--- src/sje_pkg.sv ---
// sje_pkg: shared types, constants and index maps of the 3x3 jacobi eigen core
// holds the sequencer state enum, arithmetic unit request/response structs
// no dependencies
package sje_pkg;

  localparam int unsigned MATRIX_DIM = 3;
  localparam int unsigned TRI_SIZE   = MATRIX_DIM * (MATRIX_DIM + 1) / 2;
  localparam int unsigned VEC_SIZE   = MATRIX_DIM * MATRIX_DIM;
  localparam int unsigned DIV_STEPS  = 62;
  localparam int unsigned SQRT_STEPS = 32;
  localparam logic [5:0]  ZERO_AFTER = 6'd4;

  localparam logic [5:0]  MAX_SWEEPS_RST = 6'd49;
  localparam logic [5:0]  THR_SWEEPS_RST = 6'd3;
  localparam logic [4:0]  NEG_SHIFT_RST  = 5'd24;

  localparam logic [1:0]  REG_MAX_SWEEPS = 2'd0;
  localparam logic [1:0]  REG_THR_SWEEPS = 2'd1;
  localparam logic [1:0]  REG_NEG_SHIFT  = 2'd2;

  localparam logic [1:0]  LAST_PAIR = 2'd2;
  localparam logic [1:0]  LAST_RSTEP = 2'd3;
  localparam logic [1:0]  LAST_IDX  = 2'd2;

  typedef enum logic [1:0] {
    ARITH_MUL,
    ARITH_DIV,
    ARITH_SQRT
  } arith_op_t;

  typedef struct packed {
    logic        start;
    arith_op_t   op;
    logic [63:0] a;
    logic [63:0] b;
  } arith_req_t;

  typedef struct packed {
    logic        done;
    logic [63:0] res;
  } arith_rsp_t;

  typedef enum logic [5:0] {
    S_IDLE, S_INIT, S_SWEEP, S_SUM,
    S_PAIR_LD, S_PAIR_CHK, S_ROT_H, S_SHIFT,
    S_SQ1, S_SQ2, S_R1, S_TDIV, S_TSQI, S_TSQ, S_R2,
    S_CDIV, S_SM, S_TAU, S_HT, S_DIAG_P, S_DIAG_Q,
    S_LDX, S_LDY, S_M1, S_M2I, S_M2, S_M3I, S_M3, S_M4I, S_M4,
    S_WB, S_NEXT, S_SEND, S_EMIT
  } seq_state_t;

  // pair order 01, 02, 12
  function automatic logic [1:0] p_of(input logic [1:0] pr);
    case (pr)
      2'd2:    p_of = 2'd1;
      default: p_of = 2'd0;
    endcase
  endfunction

  function automatic logic [1:0] q_of(input logic [1:0] pr);
    case (pr)
      2'd0:    q_of = 2'd1;
      default: q_of = 2'd2;
    endcase
  endfunction

  // triangle slots: 00 01 02 11 12 22
  function automatic logic [2:0] apq_idx(input logic [1:0] pr);
    case (pr)
      2'd0:    apq_idx = 3'd1;
      2'd1:    apq_idx = 3'd2;
      default: apq_idx = 3'd4;
    endcase
  endfunction

  // first off-diagonal touched by the rotation of a pair
  function automatic logic [2:0] x_idx(input logic [1:0] pr);
    case (pr)
      2'd0:    x_idx = 3'd2;
      default: x_idx = 3'd1;
    endcase
  endfunction

  function automatic logic [2:0] y_idx(input logic [1:0] pr);
    case (pr)
      2'd2:    y_idx = 3'd2;
      default: y_idx = 3'd4;
    endcase
  endfunction

  function automatic logic [2:0] diag_idx(input logic [1:0] i);
    case (i)
      2'd0:    diag_idx = 3'd0;
      2'd1:    diag_idx = 3'd3;
      default: diag_idx = 3'd5;
    endcase
  endfunction

  function automatic logic [3:0] vec_idx(input logic [1:0] row, input logic [1:0] col);
    vec_idx = {row, 1'b0} + {2'b00, row} + {2'b00, col};
  endfunction

endpackage

--- src/sje_arith.sv ---
// sje_arith: shared multi-cycle arithmetic unit of the jacobi core
// one op at a time: 33x32 multiply, restoring divide, digit-by-digit square root
// depends on sje_pkg
module sje_arith import sje_pkg::*; (
  input  logic       clk,
  input  logic       rst,
  input  arith_req_t req,
  output arith_rsp_t rsp
);

  logic        busy;
  arith_op_t   op_r;
  logic [5:0]  cnt;
  logic        done;
  logic [63:0] res;

  logic [61:0] nreg;
  logic [61:0] quo;
  logic [32:0] rem;
  logic [32:0] den;

  logic [63:0] xr;
  logic [63:0] rr;
  logic [63:0] bitr;

  logic [64:0] prod_full;
  logic [33:0] div_trial;
  logic        div_ge;
  logic [33:0] div_diff;
  logic [61:0] quo_next;
  logic [63:0] sq_sum;
  logic        sq_ge;
  logic [63:0] rr_next;

  assign prod_full = req.a[32:0] * req.b[31:0];
  assign div_trial = {rem, nreg[61]};
  assign div_ge    = div_trial >= {1'b0, den};
  assign div_diff  = div_trial - {1'b0, den};
  assign quo_next  = {quo[60:0], div_ge};
  assign sq_sum    = rr + bitr;
  assign sq_ge     = xr >= sq_sum;
  assign rr_next   = sq_ge ? ((rr >> 1) + bitr) : (rr >> 1);

  always_ff @(posedge clk) begin
    if (rst) begin
      busy <= 1'b0;
      done <= 1'b0;
      cnt  <= '0;
      op_r <= ARITH_MUL;
    end else begin
      done <= 1'b0;
      if (busy) begin
        cnt <= cnt - 6'd1;
        if (cnt == 6'd0) begin
          busy <= 1'b0;
          done <= 1'b1;
        end
      end else if (req.start) begin
        op_r <= req.op;
        case (req.op)
          ARITH_DIV: begin
            busy <= 1'b1;
            cnt  <= 6'(DIV_STEPS - 1);
          end
          ARITH_SQRT: begin
            busy <= 1'b1;
            cnt  <= 6'(SQRT_STEPS - 1);
          end
          default: done <= 1'b1;
        endcase
      end
    end
  end

  // datapath
  always_ff @(posedge clk) begin
    if (busy) begin
      case (op_r)
        ARITH_DIV: begin
          rem  <= div_ge ? div_diff[32:0] : div_trial[32:0];
          quo  <= quo_next;
          nreg <= {nreg[60:0], 1'b0};
          if (cnt == 6'd0) res <= {2'b00, quo_next};
        end
        ARITH_SQRT: begin
          xr   <= sq_ge ? (xr - sq_sum) : xr;
          rr   <= rr_next;
          bitr <= bitr >> 2;
          if (cnt == 6'd0) res <= rr_next;
        end
        default: ;
      endcase
    end else if (req.start) begin
      case (req.op)
        ARITH_DIV: begin
          nreg <= req.a[61:0];
          quo  <= '0;
          rem  <= '0;
          den  <= req.b[32:0];
        end
        ARITH_SQRT: begin
          xr   <= req.a;
          rr   <= '0;
          bitr <= 64'h4000_0000_0000_0000;
        end
        default: res <= prod_full[63:0];
      endcase
    end
  end

  assign rsp.done = done;
  assign rsp.res  = res;

endmodule
--- config.mk ---
export PLATFORM = sky130hd
export DESIGN_NAME = sje_arith
export DESIGN_NICKNAME = d
export VERILOG_FILES = /design/src/sje_pkg.sv /design/src/sje_arith.sv
export SDC_FILE = /design/constraint.sdc
export NUM_CORES = 2
export LEC_CHECK = 0
export BUFFER_PORTS_ARGS = -buffer_cell sky130_fd_sc_hd__buf_4
export CORE_ASPECT_RATIO = 1.1
export CORE_MARGIN = 3
export CORE_UTILIZATION = 51
export DETAILED_ROUTE_END_ITERATION = 6
export GPL_TIMING_DRIVEN = 0
export PLACE_DENSITY = 0.67
export SLEW_MARGIN = 25
export SYNTH_ARGS = -nofsm -noshare
export SYNTH_HDL_FRONTEND = slang
export SYNTH_SLANG_ARGS = --single-unit
--- constraint.sdc ---
create_clock -name clk -period 17.1 [get_ports clk]
set_input_delay 3.42 -clock clk [delete_from_list [all_inputs] [get_ports clk]]
set_output_delay 3.42 -clock clk [all_outputs]
set_load 0.1 [all_outputs]
==> qor.csv <==
metric;value;unit
synth.distinct_cells;90;
setup_tns;0;ns
crit_type;in -> reg;
drt_pre_antenna_iters;7;
grt_max_degree;26;
drv_cap;0;
syn_area_per_cell;9.43;um2
synth_ff_type;edfxtp_1;
synth_fp_nets;7904;
yosysWarnings;0;
grtUsageTotal;35.7;%
syn_area;60500;um2
maxSlewViolCount;0;
final_util;56.4;%
grt_pass1_vias;49400;
ios;198;
ys_seq_area_share;20.8;%
routed_wl;220000;um
cts_buffers;44;
outcome;finished, violations left;
antenna_found_initial;22;
clk_path_buf_depth;3;
wl_per_cell;26.7;um
post-dp-hpwl;180000;um
gp_congestion;1.03;
slew_headroom;20.0;%
clock-skew-final;0.0324;ns
std_cell_rows;131;
via_per_inst;5.85;
rsz0062_at_grt;no;
num_vias;48100;
syn_inst;6419;
async_reset_ff_share;0;%
synth_top_cells_by_count;inv_1, fa_1, nand2_1;
cts_sinks;423;
grt_pass1_wl;321000;um
critPathMaxFanout;10;
root_buffer;clkbuf_16;
layout-drive-gt1-share;6.06;%
worstPathArrival;12.82;ns
nets;8135;
cts_max_level;2;
drtAntennaViolNets;0;
core_area;117000;um2
worst_slack;4.59;ns
fmax;0.0799;GHz
tritoncts;yes;
hold_path.class;reg -> reg;
post_cts_resized;0;
synth_edf_count;413;
synth_top_area_share;30.7;%
initial_core_util;51.8;%
hold_viol;0;
worstMarginPinSlew;1.20;ns
io_buffers;165;
die_area;123000;um2
synth_area_leaders;fa_1, edfxtp_1, ha_1;
drc;1;
path_clk_slew;0.07;ns
required;17.40;ns
place_ws;4.13;ns
cts_hold_buf;0;
setup_viol;0;
end_kind;register;
cts_setup_buffers;0;
synth_most_common_cell;inv_1;
ys_ff_latch;423;
area_growth;8.79;%
insertion_delay;0.63;ns
violations;DRC;
nFillCells;10600;
timing.final.crit_share;73.2;%
crit_path_start_kind;primary input;
initialDrtViolationCount;4305;
die-width;335;um
die_h;367;um
fin_crit;12.51;ns
grt_overflow_total;0;
yosysTopAreaCell;fa_1;
-- through the flow --
step,cell area (um2),hold WS (ns),instances
after detailed placement,64300,0.499,8133
after floorplan,60500,0.472,6419
final,65900,0.517,8232
after global placement,63700,0.500,8113
after CTS,65800,0.512,8212
after global routing,65800,0.544,8216
-- cells by family (layout without fill, tap and decap cells) --
| group | count (synthesis) | after routing | share of synthesized area (%) |
|---|---|---|---|
| muxes | 95 | 95 | 1.70 |
| other | 0 | 20 | 0 |
| AOI/OAI and AO/OA | 904 | 904 | 9.65 |
| adders and majority gates | 1352 | 1352 | 39.4 |
| and+or+nand+nor | 2058 | 2058 | 16.3 |
| buffers and inverters | 1318 | 1582 | 8.23 |
| xor gates and xnor gates | 269 | 269 | 3.89 |
| DFF | 423 | 423 | 20.8 |
-- state kept, by name (all words and copies together), names as in the netlist --
signal and count:
den 33, xr 64, bitr 32, quo 61, op_r 2, rem 33, busy 1, cnt 6
rr 64, res 64, nreg 62, done 1
-- final timing paths --
path | start | endpoint | slack [ns] | depth (start not counted)
worst max-delay path | req[80] | res[62]$_DFFE_PP_ | 4.59 | 25
worst min-delay path | cnt[3]$_SDFFE_PP0P_ | cnt[3]$_SDFFE_PP0P_ | 0.52 | 1
worst max register to register | rr[4]$_SDFFCE_PN0P_ | res[41]$_DFFE_PP_ | 8.85 | 28
worst min register to register | cnt[3]$_SDFFE_PP0P_ | cnt[3]$_SDFFE_PP0P_ | 0.52 | 1
-- cells in the final DEF (no fill, tap or decap), types with 39 or more instances in the layout --
cell	netlist	layout
and2_1	591	590
nand4_1	42	42
nand2_1	904	904
inv_1	1004	1004
clkbuf_16	0	44
o21ai_0	183	182
o21bai_1	49	48
clkbuf_1	284	280
mux2_2	64	64
xnor2_1	162	162
xor2_1	107	107
fa_1	927	927
nor2b_1	44	44
a31oi_1	69	69
nor3_1	39	39
edfxtp_1	413	413
a21oi_1	261	260
ha_1	425	425
nor2_1	281	281
a21o_1	92	92
nand3_1	53	53
buf_4	3	168
-- routing by layer --
layer	routed length (um)	track usage (%)
met5	32	0
met2	99600	56.7
met3	22700	8.87
met1	83000	45.1
met4	14300	19.3
-- layout make-up --
| cell class | count | area, um2 | share of cell area [%] |
|---|---|---|---|
| diodes | 20 | 50.0 | 0.0760 |
| plain buffers | 314 | 1230 | 1.87 |
| clock buffers | 50 | 1130 | 1.72 |
| clock inverters | 29 | 390 | 0.593 |
| inverters | 1004 | 3770 | 5.72 |
| multi-input cells | 4678 | 43000 | 65.3 |
| flip-flops and latches | 423 | 12600 | 19.1 |
| well taps | 1529 | 1910 | 2.90 |
| repair buffers | 185 | 1780 | 2.70 |
-- worst max-delay path, stage by stage --
cell	delay, ns
buf_4	0.29
clkbuf_1	0.90
nand2_1	0.20
fa_1	0.56
fa_1	0.56
fa_1	0.61
fa_1	0.46
fa_1	0.55
inv_1	0.05
fa_1	0.45
fa_1	0.59
fa_1	0.50
ha_1	0.44
nand2_1	0.12
o21ai_0	0.24
a211oi_1	0.09
o31ai_1	0.57
o31ai_1	0.30
a311oi_1	0.64
o21ai_0	0.22
o211ai_1	0.36
a221oi_1	0.13
o21bai_1	0.20
xnor2_1	0.16
o22ai_1	0.18
Power is not shown: default switching activity piles up to over one toggle a cycle in this logic, so the estimate is an artifact.
